[src/rtl/pbd_pkg.sv]
// Shared types and constants of the pulse beat detector.
// Used by the top level, the history RAM wiring and the serial divider.
package pbd_pkg;

    // Depth of the interbeat interval history.
    localparam int HISTORY_DEPTH = 10;
    localparam int HIST_AW       = $clog2(HISTORY_DEPTH);

    // Field and state widths.
    localparam int MV_W      = 12;
    localparam int IVL_W     = 16;
    localparam int TIME_W    = 32;
    localparam int BPM_W     = 8;
    localparam int PERIOD_W  = 8;
    localparam int SUM_W     = IVL_W + HIST_AW;
    localparam int DIV_W     = SUM_W;
    localparam int DIV_CNT_W = $clog2(DIV_W + 1);

    // Configuration port.
    localparam int CFG_IDX_W  = 1;
    localparam int CFG_DATA_W = 12;
    localparam logic [CFG_IDX_W-1:0] REG_DEFAULT_THRESHOLD = 1'b0;
    localparam logic [CFG_IDX_W-1:0] REG_SAMPLE_PERIOD     = 1'b1;

    // Detector constants.
    localparam logic [MV_W-1:0]     PT_DEFAULT      = 12'd1650;
    localparam logic [MV_W-1:0]     AMP_DEFAULT     = 12'd100;
    localparam logic [PERIOD_W-1:0] PERIOD_DEFAULT  = 8'd2;
    localparam logic [TIME_W-1:0]   NOISE_MS        = 32'd400;
    localparam logic [TIME_W-1:0]   TIMEOUT_MS      = 32'd1200;
    localparam logic [IVL_W-1:0]    IBI_RESET       = 16'd750;
    localparam logic [IVL_W-1:0]    IBI_TIMEOUT     = 16'd600;
    localparam logic [DIV_W-1:0]    MS_PER_MIN      = DIV_W'(60000);
    localparam logic [BPM_W-1:0]    BPM_MAX         = 8'd255;

    // Exact floor(x / 5) for 16-bit x: (x * 0xCCCD) >> 18.
    localparam logic [IVL_W-1:0] DIV5_RECIP = 16'hCCCD;
    localparam int               DIV5_SHIFT = 18;

    // Exact floor(sum / HISTORY_DEPTH) for any sum below 2**SUM_W:
    // (sum * MEAN_RECIP) >> MEAN_SHIFT, with MEAN_RECIP rounded up.
    localparam int MEAN_SHIFT = SUM_W + HIST_AW;
    localparam logic [MEAN_SHIFT-1:0] MEAN_RECIP =
        MEAN_SHIFT'(((64'd1 << MEAN_SHIFT) + 64'(HISTORY_DEPTH) - 64'd1)
                    / 64'(HISTORY_DEPTH));

    // Request and response of the serial divider.
    typedef struct packed {
        logic             start;
        logic [DIV_W-1:0] dividend;
        logic [DIV_W-1:0] divisor;
    } t_div_req;

    typedef struct packed {
        logic             done;
        logic [DIV_W-1:0] quotient;
    } t_div_rsp;

endpackage

[src/rtl/pulse_beat_detector.sv]
// Pulse beat detector: top level with control sequencer and state registers.
// Depends on pbd_pkg, pbd_ram (interval history) and pbd_divider.
//
// The block takes one pulse-sensor sample in millivolts per item and returns
// one result item for it: the in-beat flag, whether this sample produced a
// new rate, the averaged beats per minute, the last interbeat interval, the
// amplitude of the last completed beat and the current adaptive threshold.
// One item is processed at a time. A sample that is not a counted beat goes
// from acceptance through S_ELAP and S_DECIDE to S_DONE, which loads the
// result. A counted beat updates the interval history in a RAM (read in S_RD,
// then write back in S_UPD), forms the mean interval in S_MEAN by multiplying
// the running sum with a fixed reciprocal of the history depth, and then runs
// the one-bit-per-cycle divider for 60000 over the mean. The beat that seeds
// the history writes every entry in turn in S_SEED, in place of the read and
// write back. The history RAM needs no clearing after reset: a seeding beat
// always writes all entries before any of them is read. The result sits in
// an output register, so a new sample is accepted while an earlier result
// still waits. Configuration is written through a plain write port; the user
// must write it only while the block is idle, which the block itself does
// not enforce. Writing the default threshold also loads the live threshold.
module pulse_beat_detector (
    input  logic                         i_clk,
    input  logic                         i_rst_n,
    // Configuration write port.
    input  logic                         i_cfg_we,
    input  logic [pbd_pkg::CFG_IDX_W-1:0]  i_cfg_index,
    input  logic [pbd_pkg::CFG_DATA_W-1:0] i_cfg_data,
    // Sample input channel.
    input  logic                         i_valid,
    output logic                         o_stall,
    input  logic [pbd_pkg::MV_W-1:0]     i_sample_mv,
    // Result output channel.
    output logic                         o_valid,
    input  logic                         i_stall,
    output logic                         o_in_beat,
    output logic                         o_beat_counted,
    output logic [pbd_pkg::BPM_W-1:0]    o_beats_per_minute,
    output logic [pbd_pkg::IVL_W-1:0]    o_beat_interval_ms,
    output logic [pbd_pkg::MV_W-1:0]     o_amplitude_mv,
    output logic [pbd_pkg::MV_W-1:0]     o_threshold_mv
);

    typedef enum logic [9:0] {
        S_IDLE      = 10'b00_0000_0001,
        S_ELAP      = 10'b00_0000_0010,
        S_DECIDE    = 10'b00_0000_0100,
        S_SEED      = 10'b00_0000_1000,
        S_RD        = 10'b00_0001_0000,
        S_UPD       = 10'b00_0010_0000,
        S_MEAN      = 10'b00_0100_0000,
        S_RATE_GO   = 10'b00_1000_0000,
        S_RATE_WAIT = 10'b01_0000_0000,
        S_DONE      = 10'b10_0000_0000
    } t_state;

    // Control and detector state.
    t_state                          r_state,   n_state;
    logic [pbd_pkg::MV_W-1:0]        r_def_thr, n_def_thr;
    logic [pbd_pkg::PERIOD_W-1:0]    r_period,  n_period;
    logic [pbd_pkg::TIME_W-1:0]      r_time,    n_time;
    logic [pbd_pkg::TIME_W-1:0]      r_last,    n_last;
    logic [pbd_pkg::MV_W-1:0]        r_peak,    n_peak;
    logic [pbd_pkg::MV_W-1:0]        r_trough,  n_trough;
    logic [pbd_pkg::MV_W-1:0]        r_thr,     n_thr;
    logic [pbd_pkg::MV_W-1:0]        r_amp,     n_amp;
    logic [pbd_pkg::IVL_W-1:0]       r_interval, n_interval;
    logic [pbd_pkg::BPM_W-1:0]       r_rate,    n_rate;
    logic                            r_pulse,   n_pulse;
    logic                            r_first,   n_first;
    logic                            r_second,  n_second;
    logic                            r_counted, n_counted;
    logic [pbd_pkg::HIST_AW-1:0]     r_wptr,    n_wptr;
    logic [pbd_pkg::HIST_AW-1:0]     r_hcnt,    n_hcnt;
    logic [pbd_pkg::SUM_W-1:0]       r_sum,     n_sum;
    logic                            r_ovalid,  n_ovalid;

    // Per-item working registers.
    logic [pbd_pkg::MV_W-1:0]        r_sig;
    logic [pbd_pkg::IVL_W-3:0]       r_q5;
    logic [pbd_pkg::TIME_W-1:0]      r_elapsed;
    logic [pbd_pkg::IVL_W-1:0]       r_guard;
    logic [pbd_pkg::IVL_W-1:0]       r_mean;

    // Output payload registers.
    logic                            r_o_in_beat;
    logic                            r_o_counted;
    logic [pbd_pkg::BPM_W-1:0]       r_o_bpm;
    logic [pbd_pkg::IVL_W-1:0]       r_o_ibi;
    logic [pbd_pkg::MV_W-1:0]        r_o_amp;
    logic [pbd_pkg::MV_W-1:0]        r_o_thr;

    logic                            w_accept;
    logic                            w_load_out;
    logic [2*pbd_pkg::IVL_W-1:0]     w_prod;
    logic [pbd_pkg::SUM_W+pbd_pkg::MEAN_SHIFT-1:0] w_mean_prod;

    // Decision terms, valid in S_DECIDE.
    logic                            w_below;
    logic                            w_above;
    logic                            w_past_guard;
    logic                            w_beat;
    logic                            w_timeout;
    logic [pbd_pkg::MV_W-1:0]        w_trough_a;
    logic [pbd_pkg::MV_W-1:0]        w_peak_a;
    logic [pbd_pkg::MV_W-1:0]        w_amp_new;
    logic [pbd_pkg::MV_W-1:0]        w_thr_new;

    // History RAM and divider connections.
    logic                            w_mem_we;
    logic [pbd_pkg::HIST_AW-1:0]     w_mem_waddr;
    logic [pbd_pkg::IVL_W-1:0]       w_mem_rdata;
    pbd_pkg::t_div_req               w_div_req;
    pbd_pkg::t_div_rsp               w_div_rsp;

    assign o_stall    = (r_state != S_IDLE);
    assign w_accept   = i_valid && (r_state == S_IDLE);
    assign w_load_out = (r_state == S_DONE) && (!r_ovalid || !i_stall);

    // Guard time is 3/5 of the last interval; floor(interval / 5) by reciprocal.
    assign w_prod = r_interval * pbd_pkg::DIV5_RECIP;

    // Mean of the history: the running sum times the reciprocal of the depth.
    assign w_mean_prod = r_sum * pbd_pkg::MEAN_RECIP;

    assign w_below      = r_sig < r_thr;
    assign w_above      = r_sig > r_thr;
    assign w_past_guard = r_elapsed > {{(pbd_pkg::TIME_W-pbd_pkg::IVL_W){1'b0}}, r_guard};
    assign w_beat       = (r_elapsed > pbd_pkg::NOISE_MS) && w_above && !r_pulse
                          && w_past_guard;
    assign w_timeout    = r_elapsed > pbd_pkg::TIMEOUT_MS;

    // The trough only follows the signal once the guard time has passed.
    assign w_trough_a = (w_below && w_past_guard && (r_sig < r_trough)) ? r_sig : r_trough;
    assign w_peak_a   = (w_above && (r_sig > r_peak)) ? r_sig : r_peak;
    assign w_amp_new  = w_peak_a - w_trough_a;
    assign w_thr_new  = {1'b0, w_amp_new[pbd_pkg::MV_W-1:1]} + w_trough_a;

    always_comb begin
        n_state    = r_state;
        n_def_thr  = r_def_thr;
        n_period   = r_period;
        n_time     = r_time;
        n_last     = r_last;
        n_peak     = r_peak;
        n_trough   = r_trough;
        n_thr      = r_thr;
        n_amp      = r_amp;
        n_interval = r_interval;
        n_rate     = r_rate;
        n_pulse    = r_pulse;
        n_first    = r_first;
        n_second   = r_second;
        n_counted  = r_counted;
        n_wptr     = r_wptr;
        n_hcnt     = r_hcnt;
        n_sum      = r_sum;
        n_ovalid   = r_ovalid;

        w_mem_we    = 1'b0;
        w_mem_waddr = r_wptr;

        w_div_req.start    = 1'b0;
        w_div_req.dividend = pbd_pkg::MS_PER_MIN;
        w_div_req.divisor  = {{pbd_pkg::HIST_AW{1'b0}}, r_mean};

        case (r_state)
            S_IDLE: begin
                if (w_accept) begin
                    n_time  = r_time + {{(pbd_pkg::TIME_W-pbd_pkg::PERIOD_W){1'b0}}, r_period};
                    n_state = S_ELAP;
                end
            end

            S_ELAP: begin
                n_state = S_DECIDE;
            end

            S_DECIDE: begin
                n_trough  = w_trough_a;
                n_peak    = w_peak_a;
                n_counted = 1'b0;
                n_state   = S_DONE;
                if (w_beat) begin
                    n_pulse    = 1'b1;
                    n_interval = r_elapsed[pbd_pkg::IVL_W-1:0];
                    n_last     = r_time;
                    if (r_first) begin
                        // The first beat only arms the second one.
                        n_first  = 1'b0;
                        n_second = 1'b1;
                    end else if (!w_timeout) begin
                        if (r_second) begin
                            n_second = 1'b0;
                            n_sum    = '0;
                            n_hcnt   = '0;
                            n_state  = S_SEED;
                        end else begin
                            n_state = S_RD;
                        end
                    end
                end else if (w_below && r_pulse) begin
                    // Falling crossing ends the beat; threshold to mid-amplitude.
                    n_pulse  = 1'b0;
                    n_amp    = w_amp_new;
                    n_thr    = w_thr_new;
                    n_peak   = w_thr_new;
                    n_trough = w_thr_new;
                end

                // A timeout overrides everything except the first beat. In a
                // beat sample it also skips the history update, safe since the
                // history is seeded again before its next use.
                if (w_timeout && !(w_beat && r_first)) begin
                    n_thr      = r_def_thr;
                    n_peak     = pbd_pkg::PT_DEFAULT;
                    n_trough   = pbd_pkg::PT_DEFAULT;
                    n_last     = r_time;
                    n_first    = 1'b1;
                    n_second   = 1'b0;
                    n_rate     = '0;
                    n_interval = pbd_pkg::IBI_TIMEOUT;
                    n_pulse    = 1'b0;
                    n_amp      = pbd_pkg::AMP_DEFAULT;
                    n_state    = S_DONE;
                end
            end

            S_SEED: begin
                // Fill every entry with the new interval and build the sum.
                w_mem_we    = 1'b1;
                w_mem_waddr = r_hcnt;
                n_sum       = r_sum + {{pbd_pkg::HIST_AW{1'b0}}, r_interval};
                n_hcnt      = r_hcnt + 1'b1;
                if (r_hcnt == pbd_pkg::HIST_AW'(pbd_pkg::HISTORY_DEPTH - 1)) begin
                    n_state = S_MEAN;
                end
            end

            S_RD: begin
                n_state = S_UPD;
            end

            S_UPD: begin
                // Replace the oldest interval and keep the running sum.
                w_mem_we = 1'b1;
                n_sum    = r_sum - {{pbd_pkg::HIST_AW{1'b0}}, w_mem_rdata}
                           + {{pbd_pkg::HIST_AW{1'b0}}, r_interval};
                if (r_wptr == pbd_pkg::HIST_AW'(pbd_pkg::HISTORY_DEPTH - 1)) begin
                    n_wptr = '0;
                end else begin
                    n_wptr = r_wptr + 1'b1;
                end
                n_state = S_MEAN;
            end

            S_MEAN: begin
                n_state = S_RATE_GO;
            end

            S_RATE_GO: begin
                w_div_req.start = 1'b1;
                n_state         = S_RATE_WAIT;
            end

            S_RATE_WAIT: begin
                if (w_div_rsp.done) begin
                    if (r_mean == '0) begin
                        n_rate = '0;
                    end else if (w_div_rsp.quotient > {{(pbd_pkg::DIV_W-pbd_pkg::BPM_W){1'b0}},
                                                       pbd_pkg::BPM_MAX}) begin
                        n_rate = pbd_pkg::BPM_MAX;
                    end else begin
                        n_rate = w_div_rsp.quotient[pbd_pkg::BPM_W-1:0];
                    end
                    n_counted = 1'b1;
                    n_state   = S_DONE;
                end
            end

            S_DONE: begin
                if (w_load_out) begin
                    n_state = S_IDLE;
                end
            end

            default: begin
                n_state = S_IDLE;
            end
        endcase

        // Output register handshake.
        if (w_load_out) begin
            n_ovalid = 1'b1;
        end else if (r_ovalid && !i_stall) begin
            n_ovalid = 1'b0;
        end

        // The user must send configuration writes only while idle; not enforced.
        if (i_cfg_we) begin
            case (i_cfg_index)
                pbd_pkg::REG_DEFAULT_THRESHOLD: begin
                    n_def_thr = i_cfg_data;
                    n_thr     = i_cfg_data;
                end
                pbd_pkg::REG_SAMPLE_PERIOD: begin
                    n_period = i_cfg_data[pbd_pkg::PERIOD_W-1:0];
                end
                default: begin
                    n_period = r_period;
                end
            endcase
        end
    end

    always_ff @(posedge i_clk) begin
        if (!i_rst_n) begin
            r_state    <= S_IDLE;
            r_def_thr  <= pbd_pkg::PT_DEFAULT;
            r_period   <= pbd_pkg::PERIOD_DEFAULT;
            r_time     <= '0;
            r_last     <= '0;
            r_peak     <= pbd_pkg::PT_DEFAULT;
            r_trough   <= pbd_pkg::PT_DEFAULT;
            r_thr      <= pbd_pkg::PT_DEFAULT;
            r_amp      <= pbd_pkg::AMP_DEFAULT;
            r_interval <= pbd_pkg::IBI_RESET;
            r_rate     <= '0;
            r_pulse    <= 1'b0;
            r_first    <= 1'b1;
            r_second   <= 1'b0;
            r_counted  <= 1'b0;
            r_wptr     <= '0;
            r_hcnt     <= '0;
            r_sum      <= '0;
            r_ovalid   <= 1'b0;
        end else begin
            r_state    <= n_state;
            r_def_thr  <= n_def_thr;
            r_period   <= n_period;
            r_time     <= n_time;
            r_last     <= n_last;
            r_peak     <= n_peak;
            r_trough   <= n_trough;
            r_thr      <= n_thr;
            r_amp      <= n_amp;
            r_interval <= n_interval;
            r_rate     <= n_rate;
            r_pulse    <= n_pulse;
            r_first    <= n_first;
            r_second   <= n_second;
            r_counted  <= n_counted;
            r_wptr     <= n_wptr;
            r_hcnt     <= n_hcnt;
            r_sum      <= n_sum;
            r_ovalid   <= n_ovalid;
        end
    end

    // Per-item working values and the output payload.
    always_ff @(posedge i_clk) begin
        if (w_accept) begin
            r_sig <= i_sample_mv;
            r_q5  <= w_prod[2*pbd_pkg::IVL_W-1:pbd_pkg::DIV5_SHIFT];
        end
        if (r_state == S_ELAP) begin
            r_elapsed <= r_time - r_last;
            r_guard   <= {1'b0, r_q5, 1'b0} + {2'b00, r_q5};
        end
        if (r_state == S_MEAN) begin
            r_mean <= w_mean_prod[pbd_pkg::MEAN_SHIFT +: pbd_pkg::IVL_W];
        end
        if (w_load_out) begin
            r_o_in_beat <= r_pulse;
            r_o_counted <= r_counted;
            r_o_bpm     <= r_rate;
            r_o_ibi     <= r_interval;
            r_o_amp     <= r_amp;
            r_o_thr     <= r_thr;
        end
    end

    pbd_ram #(
        .WIDTH (pbd_pkg::IVL_W),
        .DEPTH (pbd_pkg::HISTORY_DEPTH)
    ) u_history (
        .i_clk   (i_clk),
        .i_we    (w_mem_we),
        .i_waddr (w_mem_waddr),
        .i_wdata (r_interval),
        .i_raddr (r_wptr),
        .o_rdata (w_mem_rdata)
    );

    pbd_divider u_divider (
        .i_clk   (i_clk),
        .i_rst_n (i_rst_n),
        .i_req   (w_div_req),
        .o_rsp   (w_div_rsp)
    );

    assign o_valid            = r_ovalid;
    assign o_in_beat          = r_o_in_beat;
    assign o_beat_counted     = r_o_counted;
    assign o_beats_per_minute = r_o_bpm;
    assign o_beat_interval_ms = r_o_ibi;
    assign o_amplitude_mv     = r_o_amp;
    assign o_threshold_mv     = r_o_thr;

endmodule

[src/rtl/pbd_ram.sv]
// Generic single-port-write, single-port-read RAM with registered read data.
// No dependencies.
module pbd_ram #(
    parameter int WIDTH = 16,
    parameter int DEPTH = 10
) (
    input  logic                     i_clk,
    input  logic                     i_we,
    input  logic [$clog2(DEPTH)-1:0] i_waddr,
    input  logic [WIDTH-1:0]         i_wdata,
    input  logic [$clog2(DEPTH)-1:0] i_raddr,
    output logic [WIDTH-1:0]         o_rdata
);

    logic [WIDTH-1:0] r_mem [DEPTH];
    logic [WIDTH-1:0] r_rdata;

    always_ff @(posedge i_clk) begin
        if (i_we) begin
            r_mem[i_waddr] <= i_wdata;
        end
        r_rdata <= r_mem[i_raddr];
    end

    assign o_rdata = r_rdata;

endmodule

[src/rtl/pbd_divider.sv]
// Restoring unsigned divider, one quotient bit per cycle.
// Depends on pbd_pkg for widths and the request and response structs.
module pbd_divider (
    input  logic               i_clk,
    input  logic               i_rst_n,
    input  pbd_pkg::t_div_req  i_req,
    output pbd_pkg::t_div_rsp  o_rsp
);

    logic                          r_busy;
    logic                          r_done;
    logic [pbd_pkg::DIV_CNT_W-1:0] r_cnt;
    logic [pbd_pkg::DIV_W:0]       r_rem;
    logic [pbd_pkg::DIV_W-1:0]     r_quo;
    logic [pbd_pkg::DIV_W-1:0]     r_dvs;

    logic [pbd_pkg::DIV_W:0] w_rem_sh;
    logic [pbd_pkg::DIV_W:0] w_diff;
    logic                    w_fits;

    // Shift in the next dividend bit and try a subtraction.
    assign w_rem_sh = {r_rem[pbd_pkg::DIV_W-1:0], r_quo[pbd_pkg::DIV_W-1]};
    assign w_diff   = w_rem_sh - {1'b0, r_dvs};
    assign w_fits   = w_rem_sh >= {1'b0, r_dvs};

    always_ff @(posedge i_clk) begin
        if (!i_rst_n) begin
            r_busy <= 1'b0;
            r_done <= 1'b0;
            r_cnt  <= '0;
        end else begin
            r_done <= 1'b0;
            if (i_req.start) begin
                r_busy <= 1'b1;
                r_cnt  <= pbd_pkg::DIV_CNT_W'(pbd_pkg::DIV_W);
            end else if (r_busy) begin
                r_cnt <= r_cnt - 1'b1;
                if (r_cnt == pbd_pkg::DIV_CNT_W'(1)) begin
                    r_busy <= 1'b0;
                    r_done <= 1'b1;
                end
            end
        end
    end

    always_ff @(posedge i_clk) begin
        if (i_req.start) begin
            r_rem <= '0;
            r_quo <= i_req.dividend;
            r_dvs <= i_req.divisor;
        end else if (r_busy) begin
            r_rem <= w_fits ? w_diff : w_rem_sh;
            r_quo <= {r_quo[pbd_pkg::DIV_W-2:0], w_fits};
        end
    end

    assign o_rsp.done     = r_done;
    assign o_rsp.quotient = r_quo;

endmodule
[config.mk]
export PLATFORM = sky130hd
export DESIGN_NAME = pulse_beat_detector
export DESIGN_NICKNAME = d
export VERILOG_FILES = /design/src/rtl/pbd_pkg.sv /design/src/rtl/pulse_beat_detector.sv /design/src/rtl/pbd_ram.sv /design/src/rtl/pbd_divider.sv
export SDC_FILE = /design/constraint.sdc
export NUM_CORES = 2
export LEC_CHECK = 0
export BUFFER_PORTS_ARGS = -buffer_cell sky130_fd_sc_hd__buf_2
export CORE_MARGIN = 2
export CORE_UTILIZATION = 60
export CTS_CLUSTER_SIZE = 20
export DETAILED_ROUTE_END_ITERATION = 7
export PLACE_DENSITY = 0.75
export SLEW_MARGIN = 15
export SYNTH_ARGS = -nofsm -noshare
export SYNTH_HDL_FRONTEND = slang
export SYNTH_SLANG_ARGS = --single-unit
[constraint.sdc]
create_clock -name i_clk -period 8.02 [get_ports i_clk]
set_clock_uncertainty 0.2 [all_clocks]
set_input_delay 2.005 -clock i_clk [delete_from_list [all_inputs] [get_ports i_clk]]
set_output_delay 2.005 -clock i_clk [all_outputs]
set_load 0.03 [all_outputs]
==> impl_metrics.yaml <==
sta:
  slew_violations: 0
  rsz0062_at_grt: "no"
  slew-limit-headroom: 0.252
  fin_crit_sh: 0.901
  worst_slew_pin_slew_ps: 1120
  fin_setup_tns_ps: 0
  finalHoldViolCount: 0
  period_minus_slack_ps: 7230
  worst_slack_ps: 794
  setup_viol: 0
  max_freq_mhz: 138
logic_synthesis:
  yosys_warnings: 0
  synth_fp_nets: 4554
  netlist_top_cells_area: "edfxtp_1 (24%), ha_1 (16%), dfxtp_1 (13%), fa_1 (12%), inv_1 (5.6%)"
  synth_area_leader_cell: "edfxtp_1"
  yosysMostFrequentCell: "inv_1"
  syn_area_um2: 39300
  ys_seq_elements: 578
  ys_types: 85
  synth_cells: 3775
  synth_top_cell_area_share: 0.241
  ys.flop_type: "edfxtp_1"
  yosysSeqAreaShare: 0.375
  synth_top_cells_by_count: "inv_1 (591), ha_1 (507), edfxtp_1 (316)"
  syn_avg_cell_area_um2: 10.4
  synth-edff-count: 316
  async_reset_ff_frac: 0
die:
  ios: 82
  die_h_um: 260
  die_w_um: 260
  die-area_um2: 67600
  start_util: 0.609
  core-area_um2: 64600
  fp-row-count: 93
drt:
  wl_per_cell_um: 19.1
  met1_length_um: 40000
  num_vias: 27462
  maxUsedRoutingLayer: "met4"
  viasPerCell: 5.75
  drcViolationCount: 0
  ant_nets: 0
  met2RoutedLength_um: 42800
  routed_wirelength_um: 91100
  wl_met3_um: 5980
  drt_iter0_markers: 1887
  first_pass_iters: 5
final_layout:
  utilization: 0.666
  fin_nets: 4651
  area_growth_pct: 9.30
  drive_above_1_share: 0.0793
  stdcell_count: 4780
grt:
  grt_max_degree: 74
  antenna_found_initial: 2
  grt_pass1_wl_um: 146000
  grt_pass1_vias: 27318
  grt_overflow: 0
  grt.total_usage: 0.275
power:
  p_total_w: 0.00744
  p_per_area_nw_per_um2: 173
  p_leak_nw: 19.9
  seq_power_share: 0.437
  internal-power_w: 0.00545
  swShare: 0.267
  clockPowerShare: 0.402
  p_sw_w: 0.00199
  p_comb_frac: 0.162
  ir_worst_vdd_uv: 201
place:
  placedCellCount: 4665
  place.gp.congestion: 0.958
  dp_hpwl_um: 68100
  io_buffers: 81
  place_ws_ps: 877
clock_tree:
  clkTransAtPathRegs_ps: 60
  numCtsBuffers: 60
  cts-root-buf: "clkbuf_16"
  ctsResizeCount: 0
  clk_latency_ps: 660
  holdBufCountCts: 0
  htree_num_levels: 2
  clkSinkCount: 578
  cts_buffer_depth: 3
  cts_tree: "yes"
  post-cts-setup-buffers: 0
critical_path:
  cp_common_cell: "o21ai_0"
  slowest_stage: "nor3_4"
  cp_max_fo: 25
  worstPathArrival_ps: 7530
  critical_path_required_ps: 8320
  cpPeakStageDelay_ps: 790
  worstSetupPathType: "flop to flop"
  end_kind: "flop"
  crit_path_start_kind: "flop"
outcome:
  outcome: "complete, no violations"
flow_run:
  max-cap-violations: 0
worst_hold_path:
  hold_path_class: "flop to flop"
[area by class of cell]
cell class	instances	area, um^2
diodes	1	2.50
clock buffers	73	1580
clock inverters	41	538
fillers	4945	21600
inverters	594	2230
multi-input cells	2506	22000
flip-flops and latches	578	14700
well taps	855	1070
repair buffers	132	788
[sequential cells by signal, indices dropped and copies added, names as in the netlist, 12 cells and up]
| name | flops |
|---|---|
| r_mean | 16 |
| u_history.r_mem | 160 |
| u_divider.r_quo | 20 |
| u_divider.r_dvs | 16 |
| r_thr | 12 |
| r_sig | 12 |
| r_def_thr | 12 |
| r_amp | 12 |
| o_beat_interval_ms | 16 |
| u_history.o_rdata | 16 |
| r_guard | 16 |
| r_peak | 12 |
| r_sum | 20 |
| u_divider.r_rem | 20 |
| r_elapsed | 32 |
| r_q5 | 14 |
| r_interval | 16 |
| o_amplitude_mv | 12 |
| r_last | 32 |
| r_time | 32 |
| o_threshold_mv | 12 |
| r_trough | 12 |
[power groups by stage]
| stage | registers (W) | logic, W | clock network (W) |
|---|---|---|---|
| after global placement | 0.00331 | 0.00115 | 0 |
| after detailed placement | 0.00331 | 0.00117 | 0 |
| after CTS | 0.00325 | 0.00119 | 0.00303 |
| after global routing | 0.00325 | 0.00134 | 0.00313 |
| after floorplan | 0.00330 | 0.000888 | 0 |
| final | 0.00325 | 0.00120 | 0.00299 |
[path summary, 6_finish.rpt]
check	start	endpoint	slack [ps]	cells past startpoint
hold / removal	r_rate[7]$_SDFFE_PN0P_	o_beats_per_minute[7]$_DFFE_PP_	230	0
setup / recovery	r_elapsed[12]$_DFFE_PP_	r_thr[10]$_SDFF_PN1_	790	27
setup reg to reg	r_elapsed[12]$_DFFE_PP_	r_thr[10]$_SDFF_PN1_	790	27
hold reg to reg	r_rate[7]$_SDFFE_PN0P_	o_beats_per_minute[7]$_DFFE_PP_	230	0
[per-stage QoR]
stage	cell area, um^2	hold WS [ps]
CTS	43000	236
global route	43000	251
detailed placement	40900	220
floorplan	39300	208
global placement	40900	214
finish	43000	233
[critical path: cells and delay by family (launching register included)]
kind	cells	cell delay [ps]
AOI/OAI and AO/OA	15	3010
xor gates and xnor gates	1	240
adders and majority gates	4	1200
buffers and inverters	1	80
DFF	1	430
and+or+nand+nor	6	1910
[per-layer routing]
layer  vias to the layer above  track usage
met5                         -            0
met4                         0       0.0784
met3                       145       0.0419
met2                       790        0.449
met1                     13342        0.383
li1                      13185            -
[placed cells by master (no fill, tap or decap), drive strengths merged, types with 22 or more instances in the layout]
master and instances:
inv 594, ha 507, edfxtp 316, nand2 296
dfxtp 262, nor2 254, a21oi 248, fa 242
buf 132, xnor2 111, o21ai 102, clkbuf 73
a21o 64, xor2 60, nand3 54, nor3 47
nor2b 44, a211oi 40, a31oi 39, mux4 32
mux2i 29, clkinv 25, and3 24, o211ai 22
[kinds of logic after synthesis]
| kind of cell | after synthesis | share of synthesized area |
|---|---|---|
| and+or+nand+nor | 835 | 0.0968 |
| adders and majority gates | 750 | 0.285 |
| buffers and inverters | 691 | 0.0660 |
| AOI/OAI and AO/OA | 680 | 0.111 |
| DFF | 578 | 0.375 |
| xor gates and xnor gates | 171 | 0.0385 |
| muxes | 70 | 0.0284 |
Power figures use the tool's default switching activity.
